==> config.mk <==
export PLATFORM = sky130hd
export DESIGN_NAME = least_loaded_worker_pool_unit
export DESIGN_NICKNAME = d
export VERILOG_FILES = /design/src/rtl/core/llwp_pkg.sv /design/src/rtl/core/llwp_ctrl.sv /design/src/rtl/core/llwp_dp.sv /design/src/rtl/core/least_loaded_worker_pool_unit.sv
export SDC_FILE = /design/constraint.sdc
export NUM_CORES = 1
export LEC_CHECK = 0
export ABC_AREA = 1
export BUFFER_PORTS_ARGS = -buffer_cell sky130_fd_sc_hd__buf_4
export CAP_MARGIN = 20
export CORE_MARGIN = 5
export CORE_UTILIZATION = 58
export CTS_BUF_LIST = sky130_fd_sc_hd__clkbuf_4
export DETAILED_ROUTE_END_ITERATION = 16
export PLACE_DENSITY_LB_ADDON = 0.2
export REMOVE_ABC_BUFFERS = 1
export SLEW_MARGIN = 20
export SYNTH_ARGS = -nofsm -noshare
export SYNTH_HDL_FRONTEND = slang
export SYNTH_SLANG_ARGS = --single-unit
==> constraint.sdc <==
create_clock -name i_clk -period 3.5 [get_ports i_clk]
set_input_delay 0.7 -clock i_clk [delete_from_list [all_inputs] [get_ports i_clk]]
set_output_delay 0.7 -clock i_clk [all_outputs]
set_load 0.05 [all_outputs]
==> src/rtl/core/llwp_pkg.sv <==
package llwp_pkg;

    // Pool geometry.
    localparam int POOL_SIZE  = 16;
    localparam int COUNT_BITS = 16;
    localparam int IDX_W      = (POOL_SIZE > 1) ? $clog2(POOL_SIZE) : 1;
    localparam int ACT_W      = $clog2(POOL_SIZE + 1);

    // Fixed field widths of the channels.
    localparam int OP_W       = 1;
    localparam int RIDX_W     = 4;
    localparam int STATUS_W   = 2;
    localparam int LOAD_W     = 16;

    // Configuration register widths and indexes.
    localparam int CFG_IDX_W  = 1;
    localparam int CFG_DATA_W = 16;
    localparam int MAXW_W     = 5;
    localparam int LOWM_W     = 16;

    localparam logic [CFG_IDX_W-1:0] CFG_MAX_WORKERS = 1'd0;
    localparam logic [CFG_IDX_W-1:0] CFG_LOW_MARK    = 1'd1;
    localparam logic [MAXW_W-1:0]    MAXW_RESET      = 5'd16;
    localparam logic [LOWM_W-1:0]    LOWM_RESET      = 16'd0;

    // Request codes.
    localparam logic [OP_W-1:0] OP_ALLOC   = 1'b0;
    localparam logic [OP_W-1:0] OP_RELEASE = 1'b1;

    // Result status codes.
    typedef enum logic [STATUS_W-1:0] {
        ST_OK        = 2'd0,
        ST_NEW       = 2'd1,
        ST_NOT_FOUND = 2'd2
    } t_status;

    typedef logic [COUNT_BITS-1:0] t_count;

    typedef struct packed {
        logic [OP_W-1:0]   opcode;
        logic [RIDX_W-1:0] release_index;
    } t_in_item;

    typedef struct packed {
        t_status           status;
        logic [RIDX_W-1:0] chosen_index;
        logic [LOAD_W-1:0] load_after;
    } t_out_item;

    // Commands from the controller to the datapath.
    typedef struct packed {
        logic capture;
        logic scan_init;
        logic scan_step;
        logic do_release;
        logic do_alloc;
    } t_cmd;

    // Status from the datapath to the controller.
    typedef struct packed {
        logic is_release;
        logic pool_empty;
        logic scan_last;
        logic out_free;
    } t_stat;

endpackage

==> src/rtl/core/llwp_ctrl.sv <==
module llwp_ctrl (
    input  logic            i_clk,
    input  logic            i_rst_n,
    input  logic            i_in_valid,
    output logic            o_in_ready,
    input  llwp_pkg::t_stat i_stat,
    output llwp_pkg::t_cmd  o_cmd
);
    import llwp_pkg::*;

    typedef enum logic [4:0] {
        S_IDLE     = 5'b00001,
        S_DISPATCH = 5'b00010,
        S_SCAN     = 5'b00100,
        S_REL      = 5'b01000,
        S_DEC      = 5'b10000
    } t_state;

    t_state r_state;
    t_state n_state;

    // State register.
    always_ff @(posedge i_clk) begin
        if (!i_rst_n) begin
            r_state <= S_IDLE;
        end else begin
            r_state <= n_state;
        end
    end

    // Next state and datapath commands.
    always_comb begin
        n_state         = r_state;
        o_cmd           = '0;
        o_in_ready      = 1'b0;
        unique case (r_state)
            S_IDLE: begin
                o_in_ready = 1'b1;
                if (i_in_valid) begin
                    o_cmd.capture = 1'b1;
                    n_state       = S_DISPATCH;
                end
            end
            S_DISPATCH: begin
                if (i_stat.is_release) begin
                    n_state = S_REL;
                end else if (i_stat.pool_empty) begin
                    n_state = S_DEC;
                end else begin
                    o_cmd.scan_init = 1'b1;
                    n_state         = S_SCAN;
                end
            end
            S_SCAN: begin
                o_cmd.scan_step = 1'b1;
                if (i_stat.scan_last) begin
                    n_state = S_DEC;
                end
            end
            S_REL: begin
                if (i_stat.out_free) begin
                    o_cmd.do_release = 1'b1;
                    n_state          = S_IDLE;
                end
            end
            S_DEC: begin
                if (i_stat.out_free) begin
                    o_cmd.do_alloc = 1'b1;
                    n_state        = S_IDLE;
                end
            end
            default: begin
                n_state = S_IDLE;
            end
        endcase
    end

endmodule

==> src/rtl/core/llwp_dp.sv <==
module llwp_dp (
    input  logic                                  i_clk,
    input  logic                                  i_rst_n,
    input  llwp_pkg::t_in_item                    i_in_item,
    input  logic                                  i_cfg_we,
    input  logic [llwp_pkg::CFG_IDX_W-1:0]        i_cfg_index,
    input  logic [llwp_pkg::CFG_DATA_W-1:0]       i_cfg_data,
    input  llwp_pkg::t_cmd                        i_cmd,
    output llwp_pkg::t_stat                       o_stat,
    output logic                                  o_out_valid,
    input  logic                                  i_out_ready,
    output llwp_pkg::t_out_item                   o_out_item
);
    import llwp_pkg::*;

    localparam int     EFF_W   = (ACT_W > MAXW_W) ? ACT_W : MAXW_W;
    localparam int     CMP_W   = (COUNT_BITS > LOWM_W) ? COUNT_BITS : LOWM_W;
    localparam t_count CNT_MAX = '1;

    // Configuration and pool state.
    logic [MAXW_W-1:0] r_max_workers;
    logic [LOWM_W-1:0] r_low_mark;
    logic [ACT_W-1:0]  r_active;
    t_count            r_counts [POOL_SIZE];

    // Captured request and scan state.
    logic [OP_W-1:0]   r_op;
    logic [RIDX_W-1:0] r_ri;
    logic [IDX_W-1:0]  r_idx;
    logic [IDX_W-1:0]  r_best;
    t_count            r_min;

    // Output stage.
    logic              r_out_valid;
    t_out_item         r_out_item;

    logic              is_release;
    logic              pool_empty;
    logic [IDX_W-1:0]  rd_addr;
    t_count            rd_data;
    logic              found;
    t_count            dec_val;
    t_count            inc_val;
    logic [EFF_W-1:0]  eff_max;
    logic              at_max;
    logic              below_mark;
    logic              reuse;
    logic              can_grow;
    logic              out_free;
    logic              load_out;
    logic              wr_en;
    logic [IDX_W-1:0]  wr_addr;
    t_count            wr_data;
    t_out_item         n_out_item;

    // Configuration writes.
    always_ff @(posedge i_clk) begin
        if (!i_rst_n) begin
            r_max_workers <= MAXW_RESET;
            r_low_mark    <= LOWM_RESET;
        end else if (i_cfg_we) begin
            unique case (i_cfg_index)
                CFG_MAX_WORKERS: r_max_workers <= i_cfg_data[MAXW_W-1:0];
                CFG_LOW_MARK:    r_low_mark    <= i_cfg_data[LOWM_W-1:0];
                default: begin
                end
            endcase
        end
    end

    // Status decode and the single read port of the load counters.
    assign is_release = (r_op == OP_RELEASE);
    assign pool_empty = (r_active == '0);
    assign rd_addr    = is_release ? IDX_W'(r_ri) : r_idx;
    assign rd_data    = r_counts[rd_addr];
    assign found      = (ACT_W'(r_ri) < r_active);
    assign dec_val    = (rd_data == '0) ? rd_data : rd_data - t_count'(1);
    assign inc_val    = (r_min == CNT_MAX) ? r_min : r_min + t_count'(1);

    // Effective pool limit, clamped to one through the pool size.
    always_comb begin
        if (r_max_workers == '0) begin
            eff_max = EFF_W'(1);
        end else if (EFF_W'(r_max_workers) > EFF_W'(POOL_SIZE)) begin
            eff_max = EFF_W'(POOL_SIZE);
        end else begin
            eff_max = EFF_W'(r_max_workers);
        end
    end

    assign at_max     = (EFF_W'(r_active) >= eff_max);
    assign below_mark = (CMP_W'(r_min) < CMP_W'(r_low_mark));
    assign reuse      = !pool_empty && (at_max || below_mark);
    assign can_grow   = (r_active < ACT_W'(POOL_SIZE));
    assign out_free   = !r_out_valid || i_out_ready;
    assign load_out   = i_cmd.do_release || i_cmd.do_alloc;

    assign o_stat.is_release = is_release;
    assign o_stat.pool_empty = pool_empty;
    assign o_stat.scan_last  = ((ACT_W'(r_idx) + ACT_W'(1)) == r_active);
    assign o_stat.out_free   = out_free;

    // Counter write and result selection.
    always_comb begin
        wr_en      = 1'b0;
        wr_addr    = r_best;
        wr_data    = inc_val;
        n_out_item = '{status: ST_NOT_FOUND, chosen_index: '0, load_after: '0};
        if (i_cmd.do_release) begin
            if (found) begin
                wr_en      = 1'b1;
                wr_addr    = IDX_W'(r_ri);
                wr_data    = dec_val;
                n_out_item = '{status: ST_OK, chosen_index: r_ri,
                               load_after: LOAD_W'(dec_val)};
            end else begin
                n_out_item = '{status: ST_NOT_FOUND, chosen_index: r_ri,
                               load_after: '0};
            end
        end else if (i_cmd.do_alloc) begin
            if (reuse) begin
                wr_en      = 1'b1;
                wr_addr    = r_best;
                wr_data    = inc_val;
                n_out_item = '{status: ST_OK, chosen_index: RIDX_W'(r_best),
                               load_after: LOAD_W'(inc_val)};
            end else if (can_grow) begin
                wr_en      = 1'b1;
                wr_addr    = IDX_W'(r_active);
                wr_data    = t_count'(1);
                n_out_item = '{status: ST_NEW, chosen_index: RIDX_W'(r_active),
                               load_after: LOAD_W'(1)};
            end
        end
    end

    // Load counters: entries are written before they are ever read.
    always_ff @(posedge i_clk) begin
        if (wr_en) begin
            r_counts[wr_addr] <= wr_data;
        end
    end

    // Active worker count.
    always_ff @(posedge i_clk) begin
        if (!i_rst_n) begin
            r_active <= '0;
        end else if (i_cmd.do_alloc && !reuse && can_grow) begin
            r_active <= r_active + ACT_W'(1);
        end
    end

    // Request capture and minimum scan.
    always_ff @(posedge i_clk) begin
        if (i_cmd.capture) begin
            r_op <= i_in_item.opcode;
            r_ri <= i_in_item.release_index;
        end
        if (i_cmd.scan_init) begin
            r_idx <= '0;
        end else if (i_cmd.scan_step) begin
            if (r_idx == '0 || rd_data < r_min) begin
                r_min  <= rd_data;
                r_best <= r_idx;
            end
            r_idx <= r_idx + IDX_W'(1);
        end
    end

    // Output register holds one result beat until it is taken.
    always_ff @(posedge i_clk) begin
        if (!i_rst_n) begin
            r_out_valid <= 1'b0;
        end else if (load_out) begin
            r_out_valid <= 1'b1;
        end else if (i_out_ready) begin
            r_out_valid <= 1'b0;
        end
    end

    always_ff @(posedge i_clk) begin
        if (load_out) begin
            r_out_item <= n_out_item;
        end
    end

    assign o_out_valid = r_out_valid;
    assign o_out_item  = r_out_item;

endmodule

==> src/rtl/core/least_loaded_worker_pool_unit.sv <==
// Least-loaded worker pool. Each request beat produces exactly one result beat.
// A release passes the dispatch and release states before the next request is taken.
// An allocate passes the dispatch state, a scan over the N active workers (0 to 16)
// and the decision state; the load counters are scanned through a single read port,
// one counter per cycle. A new request can be accepted while the
// previous result is still waiting in the output register. The next result is held
// back only while that register is still occupied. Configuration writes
// (max_workers at index 0, low_mark at index 1) take effect at once and must be
// issued only while the block is idle.
module least_loaded_worker_pool_unit (
    input  logic                            i_clk,
    input  logic                            i_rst_n,
    input  logic                            i_in_valid,
    output logic                            o_in_ready,
    input  llwp_pkg::t_in_item              i_in_item,
    output logic                            o_out_valid,
    input  logic                            i_out_ready,
    output llwp_pkg::t_out_item             o_out_item,
    input  logic                            i_cfg_we,
    input  logic [llwp_pkg::CFG_IDX_W-1:0]  i_cfg_index,
    input  logic [llwp_pkg::CFG_DATA_W-1:0] i_cfg_data
);
    import llwp_pkg::*;

    t_cmd  cmd;
    t_stat stat;

    // Sequencer.
    llwp_ctrl u_ctrl (
        .i_clk      (i_clk),
        .i_rst_n    (i_rst_n),
        .i_in_valid (i_in_valid),
        .o_in_ready (o_in_ready),
        .i_stat     (stat),
        .o_cmd      (cmd)
    );

    // Load counters, scan and result stage.
    llwp_dp u_dp (
        .i_clk       (i_clk),
        .i_rst_n     (i_rst_n),
        .i_in_item   (i_in_item),
        .i_cfg_we    (i_cfg_we),
        .i_cfg_index (i_cfg_index),
        .i_cfg_data  (i_cfg_data),
        .i_cmd       (cmd),
        .o_stat      (stat),
        .o_out_valid (o_out_valid),
        .i_out_ready (i_out_ready),
        .o_out_item  (o_out_item)
    );

    // One request at a time: an accepted beat closes the input side.
    a_one_in_flight: assert property (@(posedge i_clk) disable iff (!i_rst_n)
        (i_in_valid && o_in_ready) |=> !o_in_ready)
        else $error("request accepted while another is in progress");

    // A result is only written into a free output register.
    a_no_overwrite: assert property (@(posedge i_clk) disable iff (!i_rst_n)
        (cmd.do_release || cmd.do_alloc) |-> stat.out_free)
        else $error("result written over a pending result");

    // A newly activated worker always starts with a load of one.
    a_new_load_one: assert property (@(posedge i_clk) disable iff (!i_rst_n)
        (o_out_valid && o_out_item.status == ST_NEW) |-> (o_out_item.load_after == 16'd1))
        else $error("new worker reported with a load other than one");

    // A not-found result carries no load.
    a_not_found_zero: assert property (@(posedge i_clk) disable iff (!i_rst_n)
        (o_out_valid && o_out_item.status == ST_NOT_FOUND) |->
        (o_out_item.load_after == 16'd0))
        else $error("not-found result with a nonzero load");

endmodule
==> summary.txt <==
Run status
  – Status: completed

Setup path
  – Crit path buf inv count: 5
  – Reg2Reg Depth: 16
  – CP Capture Type: flop
  – Crit path depth: 16
  – CP max-delay cell: edfxtp_1
  – Worst Setup Start Kind: flop
  – CP delay by family, top: buffers and inverters
  – Critical Path Max Stage Delay: 470 ps
  – CP Data Required Time: 3890 ps
  – Flop2flop setup slack: 110 ps
  – CP arrival: 3780 ps
  – Crit-path cells: buf_6 -> nand2_8 -> buf_12 -> nand2_8 -> buf_6 -> buf_4 -> o211ai_1 -> nand3_1 -> nand3_1 -> nand2_2 -> ha_1 -> nand4_1 -> o221a_2 -> nand2_2 -> a21oi_4 -> clkbuf_16
  – Critical path class: flop to flop
  – Peak fanout along the critical path: 12

Synth
  – Synth top area share: 56.4%
  – Largest cells by area after synthesis: edfxtp_1, nand2_1, nand3_1, inv_1, dfxtp_1
  – Post-synth top flop: edfxtp_1
  – Sequential-to-total area share from yosys stat: 60.9%
  – Asr flop ratio synth: 0%
  – Ys Warns: 0
  – Commonest cells in the netlist: nand2_1, edfxtp_1, inv_1, nand3_1, nor2_1
  – Synthesis-stage register bit count: 339
  – Synth Area per Inst: 10.1 µm²
  – Post-synth top area cell: edfxtp_1
  – Distinct cells, synth: 39
  – Top-count cell post-synth: nand2_1
  – Mapped Cells: 1601
  – Post-synth EDFFs: 303
  – Synth Cell Area: 16100 µm²

Global route
  – Global-route wire length before repair: 66.1 mm
  – Largest net degree at the start of global routing: 48
  – Initial antenna violation count: 1
  – Vias in the first global route: 11969
  – GRT Util Overall: 27.6%
  – GR Overflow Total: 0

Timing
  – Final hold vios: 0
  – Final clock skew: 58.1 ps
  – Rel. slew slack: 44.5%
  – Fmax: 295 MHz
  – Unrepaired setup endpoints after global routing: yes
  – Total Neg Setup Slack: 0 ps
  – Final setup vio count: 0
  – Final Max Slew Viols: 0
  – Final Critical Period: 3390 ps
  – Hold slack: 177 ps
  – Final worst slack: 108 ps
  – Tightest Pin Transition: 830 ps
  – Final period util: 96.9%

Placed design
  – GPL Wtd Cong: 0.974
  – Post-DP Area: 17900 µm²
  – Port Buf Inserts: 50
  – Post-placement setup slack: 53.1 ps
  – Dpl hpwl: 27.8 mm

Routing
  – DR pass1 iterations: 6
  – Total Wirelength: 45.3 mm
  – Via density per instance: 5.57
  – Routed len/inst: 19.9 µm
  – Routed length on met1: 18.2 mm
  – Drc violations: 0
  – Metal3 WL: 4.14 mm
  – Max layer used: met4
  – Routed wl met2: 21.8 mm
  – Initial DRC Count: 1520
  – Number of nets still failing antenna checks after routing: 0
  – Vias: 12719

Power and ir drop
  – Power density over the cells: 491 nW/µm²
  – Int Pwr: 6.98 mW
  – Comb pwr share: 18.6%
  – Clock group share of total power: 35.4%
  – Peak VDD IR: 0.000413 V
  – Switching part of the total: 28.1%
  – Sequential power share: 46.0%
  – Total power: 9.71 mW
  – Sw Pwr: 2.73 mW
  – Pleak: 8.09 nW

Die
  – Initial Utilization: 58.4%
  – Die ar.: 31200 µm²
  – Cell row count: 61
  – Die X-Extent: 177 µm
  – Die H: 177 µm
  – Core area: 27600 µm²
  – Top Ports: 51

Clocking
  – Num CTS Buffers: 85
  – CTS tree: yes
  – Latest clock arrival within the worst-skew pair: 710 ps
  – Clk slew on worst S/H paths: 70 ps
  – Clock Path Buffers: 3
  – H-tree level count: 3
  – CTS sink count: 339
  – Clock root buffer: clkbuf_4

Final layout
  – Storage element area: 9820 µm²
  – FILL cells: 2058
  – Share of post-route cells with drive strength above 1: 23.2%
  – Area of the multi-input gates: 5410 µm²
  – Layout Nets: 1904
  – Cell area after layout: 19800 µm²
  – Area grow syn2layout: 22.5%

Flow run
  – Number of max-cap violations: 0

Hold path
  – Hold Crit Class: primary input to flop
  – Hold Path Stages: 1
[sequential cells by signal, summed over array words and instances (netlist names)]
| name | cells |
|---|---|
| u_dp.r_counts | 256 |
| u_dp.o_out_item | 22 |
| u_dp.r_low_mark | 16 |
| u_dp.r_min | 16 |
| u_ctrl.r_state | 5 |
| u_dp.r_active | 5 |
| u_dp.r_max_workers | 5 |
| u_dp.r_best | 4 |
| u_dp.r_idx | 4 |
| u_dp.r_ri | 4 |
| u_dp.is_release | 1 |
| u_dp.o_out_valid | 1 |
[through the flow]
stage / cells / util [%]
detailed placement: 2091 / 65.0
finish: 2282 / 71.5
CTS: 2250 / 69.2
global route: 2282 / 71.5
floorplan: 1543 / -
global placement: 2091 / 65.0
[logic make-up after synthesis]
family	share of synthesized area [%]
buf+inv	7.21
flops	60.9
xor+xnor	0.815
compound gates	8.16
simple gates	19.5
fa+ha+maj	3.41
[power groups by stage]
stage | sequential [mW] | combinational (mW) | clock [mW]
after detailed placement | 4.56 | 1.55 | 0
after global routing | 4.47 | 1.94 | 3.73
after floorplan | 4.57 | 0.901 | 0
after global placement | 4.55 | 1.52 | 0
final | 4.47 | 1.80 | 3.43
after CTS | 4.47 | 1.57 | 3.51
[final timing paths]
check,from,to
worst min-delay path,i_in_item[3],u_dp.r_ri[3]$_DFFE_PP_
worst max-delay path,u_dp.is_release$_DFFE_PP_,u_dp.r_min[2]$_DFFE_PP_
worst min register to register,u_dp.r_low_mark[4]$_SDFFE_PN0P_,u_dp.r_low_mark[4]$_SDFFE_PN0P_
worst max register to register,u_dp.is_release$_DFFE_PP_,u_dp.r_min[2]$_DFFE_PP_
[routing by layer]
layer,up-vias,global-route usage [%]
met5,-,0
li1,6005,-
met3,99,4.83
met4,0,8.61
met1,5960,38.1
met2,655,45.3
[timing repair]
action	in CTS	in global routing
gates resized for setup	2	54
endpoints found under the setup margin	15	509
hold buffers	0	0
setup buffers	0	21
pin swaps	1	12
cloned	2	10
[layout make-up]
type	instances	share of cell area, %
well taps	378	2.39
clock buffers	129	4.90
inverters	207	3.96
diodes	1	0.0127
clock inverters	28	0.918
multi-input cells	1000	27.4
flip-flops and latches	339	49.7
repair inverters	1	0.0380
repair buffers	199	10.7
[cell usage in the layout, fill, tap and decap left out, types with 18 or more instances in the layout]
| cell type | n |
|---|---|
| a21oi_1 | 50 |
| clkbuf_4 | 129 |
| clkinv_1 | 18 |
| nand3_1 | 175 |
| nor2_1 | 68 |
| nand2_2 | 22 |
| buf_12 | 34 |
| dfxtp_1 | 34 |
| nand2_1 | 394 |
| buf_4 | 146 |
| o211ai_1 | 44 |
| edfxtp_1 | 303 |
| inv_1 | 196 |
| ha_1 | 43 |
| nor2_2 | 23 |
| o21ai_0 | 67 |
No activity file was read; power rests on OpenSTA's default activity.
